`src/mrm_pkg.sv`:
```
// shared types and constants for the modular matrix rank block
`timescale 1ns / 1ps

package mrm_pkg;

  localparam int WORD_W = 32;
  localparam int DIM_W  = 7;

  localparam logic [WORD_W-1:0] MODULUS_RESET   = 32'd1000000007;
  localparam logic [DIM_W-1:0]  DIMENSION_RESET = 7'd64;

  // configuration register indexes
  localparam logic [0:0] REG_MODULUS   = 1'b0;
  localparam logic [0:0] REG_DIMENSION = 1'b1;

  // request to the modular multiplier
  typedef struct packed {
    logic              start;
    logic [WORD_W-1:0] a;
    logic [WORD_W-1:0] b;
  } mm_req_t;

  // response of the modular multiplier
  typedef struct packed {
    logic              busy;
    logic              done;
    logic [WORD_W-1:0] result;
  } mm_rsp_t;

endpackage

```
`src/mrm_modmul.sv`:
```
// bit-serial modular multiplier: (a * b) mod p, one remainder bit per cycle
`timescale 1ns / 1ps

module mrm_modmul (
  input  logic                         clk,
  input  logic                         rst,
  input  mrm_pkg::mm_req_t             req,
  input  logic [mrm_pkg::WORD_W-1:0]   modulus,
  output mrm_pkg::mm_rsp_t             rsp
);

  logic        busy;
  logic        mul_pend;
  logic        done;
  logic [5:0]  cnt;
  logic [31:0] a_r;
  logic [31:0] b_r;
  logic [31:0] p_r;
  logic [63:0] prod;
  logic [32:0] rem;
  logic [32:0] shifted;
  logic [32:0] rem_next;

  always_comb begin
    shifted  = {rem[31:0], prod[63]};
    rem_next = (shifted >= {1'b0, p_r}) ? shifted - {1'b0, p_r} : shifted;
  end

  always_ff @(posedge clk) begin
    if (rst) begin
      busy     <= 1'b0;
      mul_pend <= 1'b0;
      done     <= 1'b0;
    end else begin
      done <= 1'b0;
      if (req.start && !busy) begin
        a_r      <= req.a;
        b_r      <= req.b;
        p_r      <= modulus;
        busy     <= 1'b1;
        mul_pend <= 1'b1;
      end else if (mul_pend) begin
        prod     <= 64'(a_r) * 64'(b_r);
        rem      <= '0;
        cnt      <= '0;
        mul_pend <= 1'b0;
      end else if (busy) begin
        prod <= {prod[62:0], 1'b0};
        rem  <= rem_next;
        cnt  <= cnt + 6'd1;
        if (cnt == 6'd63) begin
          busy <= 1'b0;
          done <= 1'b1;
        end
      end
    end
  end

  assign rsp = '{busy: busy, done: done, result: rem[31:0]};

endmodule

```
`config.mk`:
```
export PLATFORM = sky130hd
export DESIGN_NAME = mrm_modmul
export DESIGN_NICKNAME = d
export VERILOG_FILES = /design/src/mrm_pkg.sv /design/src/mrm_modmul.sv
export SDC_FILE = /design/constraint.sdc
export NUM_CORES = 2
export LEC_CHECK = 0
export BUFFER_PORTS_ARGS = -buffer_cell sky130_fd_sc_hd__buf_2
export CAP_MARGIN = 10
export CORE_MARGIN = 8
export CORE_UTILIZATION = 70
export DETAILED_ROUTE_END_ITERATION = 8
export PLACE_DENSITY = 0.95
export SYNTH_ARGS = -nofsm -noshare
export SYNTH_HDL_FRONTEND = slang
export SYNTH_SLANG_ARGS = --single-unit
```
`constraint.sdc`:
```
create_clock -name clk -period 23.6 [get_ports clk]
set_input_delay 3.54 -clock clk [delete_from_list [all_inputs] [get_ports clk]]
set_output_delay 3.54 -clock clk [all_outputs]
set_load 0.02 [all_outputs]
```
Word-level counts from Yosys, hierarchy flattened --
Cells that the tools add are included.
Word-level totals: bits in registers 201, bits of input ports 99, output and inout bits 34, word-level logic and storage cells 35
Cells by class: add/subtract/negate cells 2, multiply operators 1, magnitude comparators 1, equality and inequality tests 2, mux-type cells 11, bitwise gates (word level) 3, reduce and logical (&&, ||, !) cells 6
Operator list (count):
- 2-to-1 mux 64 bit | 2
- multiplier 32 x 32 -> 64 bit | 1
- 2-to-1 mux 32 bit | 2
- >= comparator 33 x 32 -> 1 bit | 1
- subtractor 32 bit | 1
- adder 6 x 1 -> 6 bit, second input constant | 1
- equality test 6 bit, second input constant | 1
- 2-to-1 mux 1 bit | 6
- 2-to-1 mux 6 bit | 1
- OR reduction 4 bit | 1
- NOT 1 bit | 3
- AND reduction 3 bit | 1
- != test 2 x 1 -> 1 bit, second input constant | 1
- AND reduction 2 bit | 1
- nonzero test 2 bit | 1
- logical AND 1 bit | 1
- logical NOT 1 bit | 1

Depth between registers and ports, before layout --
depth after elaboration 5, depth in mapped cells 28, depth with buffers taken out 26

Worst setup path before layout --
No wires, ideal clock.
path type in2reg, from input port req[64] in the netlist's numbering, to register a_r[0] (enable), setup time 668 ps, data arrival time 10083 ps, required time 22932 ps, path slack 12849 ps, cell stages on the path 2, path buffers 0, cell sequence inv_1 > nor3_1
Between the ends: longest elaborated chain between the ends 2
RTL lines:
- start: declaration | RTL line mrm_modmul.sv:7 | input mrm_pkg::mm_req_t req,
- logical AND 1 bit | RTL line mrm_modmul.sv:36 | if (req.start && !busy) begin
- AND reduction 2 bit (no line)
- end signal: assignment | RTL line mrm_modmul.sv:37 | a_r <= req.a;
- end: declaration | RTL line mrm_modmul.sv:16 | logic [31:0] a_r;
Every way passes these cells. A chain may end at the register's enable or synchronous reset.

Final worst setup path --
from register b_r[6], to register prod[55], data pin
Between the ends: longest elaborated chain between the ends 2
RTL lines:
- start: declaration | RTL line mrm_modmul.sv:17 | logic [31:0] b_r;
- start signal: assignment | RTL line mrm_modmul.sv:38 | b_r <= req.b;
- multiplier 32 x 32 -> 64 bit | RTL line mrm_modmul.sv:43 | prod <= 64'(a_r) * 64'(b_r);
- 2-to-1 mux 64 bit | RTL line mrm_modmul.sv:42 | end else if (mul_pend) begin
- end signal: assignment | RTL line mrm_modmul.sv:43
- end signal: assignment | RTL line mrm_modmul.sv:48 | prod <= {prod[62:0], 1'b0};
- end: declaration | RTL line mrm_modmul.sv:19 | logic [63:0] prod;
Every way passes these cells.

==> metrics <==
nets in the synthesized netlist=5629; async set-reset flop share out of synthesis=0%; overall track demand over capacity in global routing=34.4%; clock slew seen by the registers of the worst setup and hold paths=0.06 ns; initial cell density of the core=70.4%; proportion of synthesized area in mux cells=1.97%; run status=completed; Post-synth top flop=sky130_fd_sc_hd__edfxtp_1; dominant combinational cell family by area after synthesis=adder cells; die boundary height=262 µm; number of global-route vias before repair=35.6k; most frequent cells in the layout=sky130_fd_sc_hd__fa_1, sky130_fd_sc_hd__inv_1, sky130_fd_sc_hd__and2_1, sky130_fd_sc_hd__nand2_1, sky130_fd_sc_hd__ha_1; cells resized by post-CTS repair=0; width of the chip=262 µm; start-to-end type of the worst setup path=reg -> reg; Slew Viols, Final=0; Unique masters post-synth=70; WP data arrival=9.13 ns; TNS Setup=0 ns; timing-limited maximum frequency=114 MHz; # DRC=0; sequential cell area fraction in the yosys report=14.2%; Area growth syn-to-layout=5.08%; average wire per cell in the routed design=22.2 µm; cell taking the most area after synthesis=sky130_fd_sc_hd__fa_1; CTS tree=yes; simple-gate share of the synthesized area=16.1%; setup skew after layout=0.0370 ns; total count of hold-check failures in the final report=0; cells after synthesis=4337; wire length of the first global-routing pass=184 mm; kind of capture point of the worst setup path=flip-flop; Finished Layout Cells=5118; global placement routability congestion=0.944; biggest area contributors in the synthesized netlist=sky130_fd_sc_hd__fa_1, sky130_fd_sc_hd__edfxtp_1, sky130_fd_sc_hd__and2_1; post-synthesis share of cell area spent on xor and xnor gates=1.84%; Sink Count=201; initial DRC count=3433; total number of placement rows=90; floorplan die area=68600 µm²; Syn. warnings=0; placed wire-length estimate after detailed placement=85.0 mm; count of input and output buffers=132; Post-Synth Adder-Cell Area=51.2%; pin count of the biggest net entering global routing=67; worst setup slack for register-to-register paths=14.83 ns; instance count after placement with tap cells included=5065; average cell area after synthesis=9.76 µm²; CTS root buffer=sky130_fd_sc_hd__clkbuf_16; leading cell type in the layout, fill and taps excluded=sky130_fd_sc_hd__fa_1; wire length after detailed routing=113 mm; number of flops mapped to enable cells by yosys=198; largest fanout of any net on the critical path=32; total vias in the final route=31.6k; unrepaired setup endpoints after global routing=false; Worst-Skew Late Latency=0.61 ns; time the worst path needs with I/O delays and setup=8.77 ns; count of max-cap constraint violations=0; standard cell core area=60100 µm²; overflow left after global routing=0; crit start category=flip-flop; fraction of post-synthesis cell area in the top cell type by area=42.4%; class of the tightest hold or removal check=reg -> reg; Worst-Margin Slew=1.36 ns; endpoint required time on the critical path=23.95 ns; ratio of cells with drive above 1 in the final layout=6.92%; number of synthesized register bits=201; area of all sequential standard cells=6010 µm²; fraction of the mapped netlist area in compound gates=4.67%; share of the clock period used by the worst path=37.2%; clk buf depth=3; Post CTS Setup Buffer Count=0; vias per inst=6.17; Nets=5608; combined area of the multi-input logic cells=32100 µm²; CTS hold repair buffers=0; detailed-routing iteration count for the pre-antenna-repair pass=8; final number of setup-violating endpoints=0; count of filler cells inserted in the layout=3582; maximum level of the CTS H-tree=1; Post-DRT Antenna Nets=0; initial antenna violation count=1; Max-slew headroom=9.17%; post-synth design cell area=42300 µm²; clock buffer count from CTS=27; final antenna diode count=0; number of top-level pins=133
final timing paths:
path | from | end | cells past startpoint
max reg2reg | b_r[6] | prod[55] | 20
max | b_r[6] | prod[55] | 20
min reg2reg | prod[6] | prod[7] | 1
min | prod[6] | prod[7] | 1
worst max-delay path: stages (launching register included):
cell and delay, ns:
sky130_fd_sc_hd__edfxtp_1 1.17, sky130_fd_sc_hd__and2_1 0.35, sky130_fd_sc_hd__fa_1 0.54, sky130_fd_sc_hd__fa_1 0.51, sky130_fd_sc_hd__fa_1 0.53, sky130_fd_sc_hd__inv_1 0.06
sky130_fd_sc_hd__fa_1 0.48, sky130_fd_sc_hd__inv_1 0.05, sky130_fd_sc_hd__fa_1 0.49, sky130_fd_sc_hd__fa_1 0.53, sky130_fd_sc_hd__fa_1 0.63, sky130_fd_sc_hd__fa_1 0.49
sky130_fd_sc_hd__ha_1 0.50, sky130_fd_sc_hd__nand4_1 0.20, sky130_fd_sc_hd__o21ai_0 0.23, sky130_fd_sc_hd__nand3_1 0.15, sky130_fd_sc_hd__a211oi_1 0.74, sky130_fd_sc_hd__o21ai_1 0.22
sky130_fd_sc_hd__o31ai_1 0.29, sky130_fd_sc_hd__xor2_1 0.10, sky130_fd_sc_hd__mux2_2 0.27
cell usage after synthesis, types with 15 or more instances:
cell type / n
sky130_fd_sc_hd__and2_1: 594
sky130_fd_sc_hd__a21o_1: 43
sky130_fd_sc_hd__nand3_1: 20
sky130_fd_sc_hd__nand2_1: 505
sky130_fd_sc_hd__fa_1: 897
sky130_fd_sc_hd__clkbuf_1: 227
sky130_fd_sc_hd__mux2_2: 49
sky130_fd_sc_hd__nor2_1: 103
sky130_fd_sc_hd__nor2b_1: 20
sky130_fd_sc_hd__nand4_1: 26
sky130_fd_sc_hd__a211oi_1: 15
sky130_fd_sc_hd__mux2i_1: 28
sky130_fd_sc_hd__xnor2_1: 54
sky130_fd_sc_hd__xor2_1: 35
sky130_fd_sc_hd__a21oi_1: 106
sky130_fd_sc_hd__inv_1: 885
sky130_fd_sc_hd__o21ai_0: 57
sky130_fd_sc_hd__nor3_1: 19
sky130_fd_sc_hd__edfxtp_1: 198
sky130_fd_sc_hd__ha_1: 296
cells by family after synthesis:
kind of cell    Yosys count
compound gates          313
simple gates           1337
flops                   201
buf+inv                1127
xor+xnor                 89
mux                      77
fa+ha+maj              1193
layout make-up:
class	instances	share of cell area, %
clock buffer	31	1.55
multi-input combinational	3009	72.2
tap	782	2.20
clock inverter	18	0.453
inverter	886	7.48
sequential	201	13.5
timing repair buffer	191	2.66
registers in the layout, indices dropped and copies added, names as in the netlist:
| name | cells |
|---|---|
| prod | 64 |
| a_r | 32 |
| b_r | 32 |
| p_r | 32 |
| rem | 32 |
| cnt | 6 |
| busy | 1 |
| done | 1 |
| mul_pend | 1 |
per-stage QoR:
| step | setup WS (ns) | cell area (µm²) | util (%) | hold slack [ns] |
|---|---|---|---|---|
| finish | 14.83 | 44500 | 74.0 | 0.535 |
| CTS | 14.84 | 44400 | 73.8 | 0.542 |
| floorplan | 12.85 | 42300 | - | 0.497 |
| detailed placement | 14.90 | 43500 | 72.3 | 0.528 |
| global route | 14.60 | 44500 | 74.0 | 0.555 |
| global placement | 15.12 | 43500 | 72.3 | 0.515 |
layer usage:
| metal | up-vias | share of wire (%) | GRT usage (%) |
|---|---|---|---|
| li1 | 13000 | - | - |
| met1 | 15400 | 34 | 41.4 |
| met2 | 2454 | 46 | 54.7 |
| met3 | 658 | 14 | 12.4 |
| met4 | 2 | 6.0 | 17.5 |
| met5 | - | 0.011 | 0 |
Power is not shown: default switching activity piles up to over one toggle a cycle in this logic, so the estimate is an artifact.
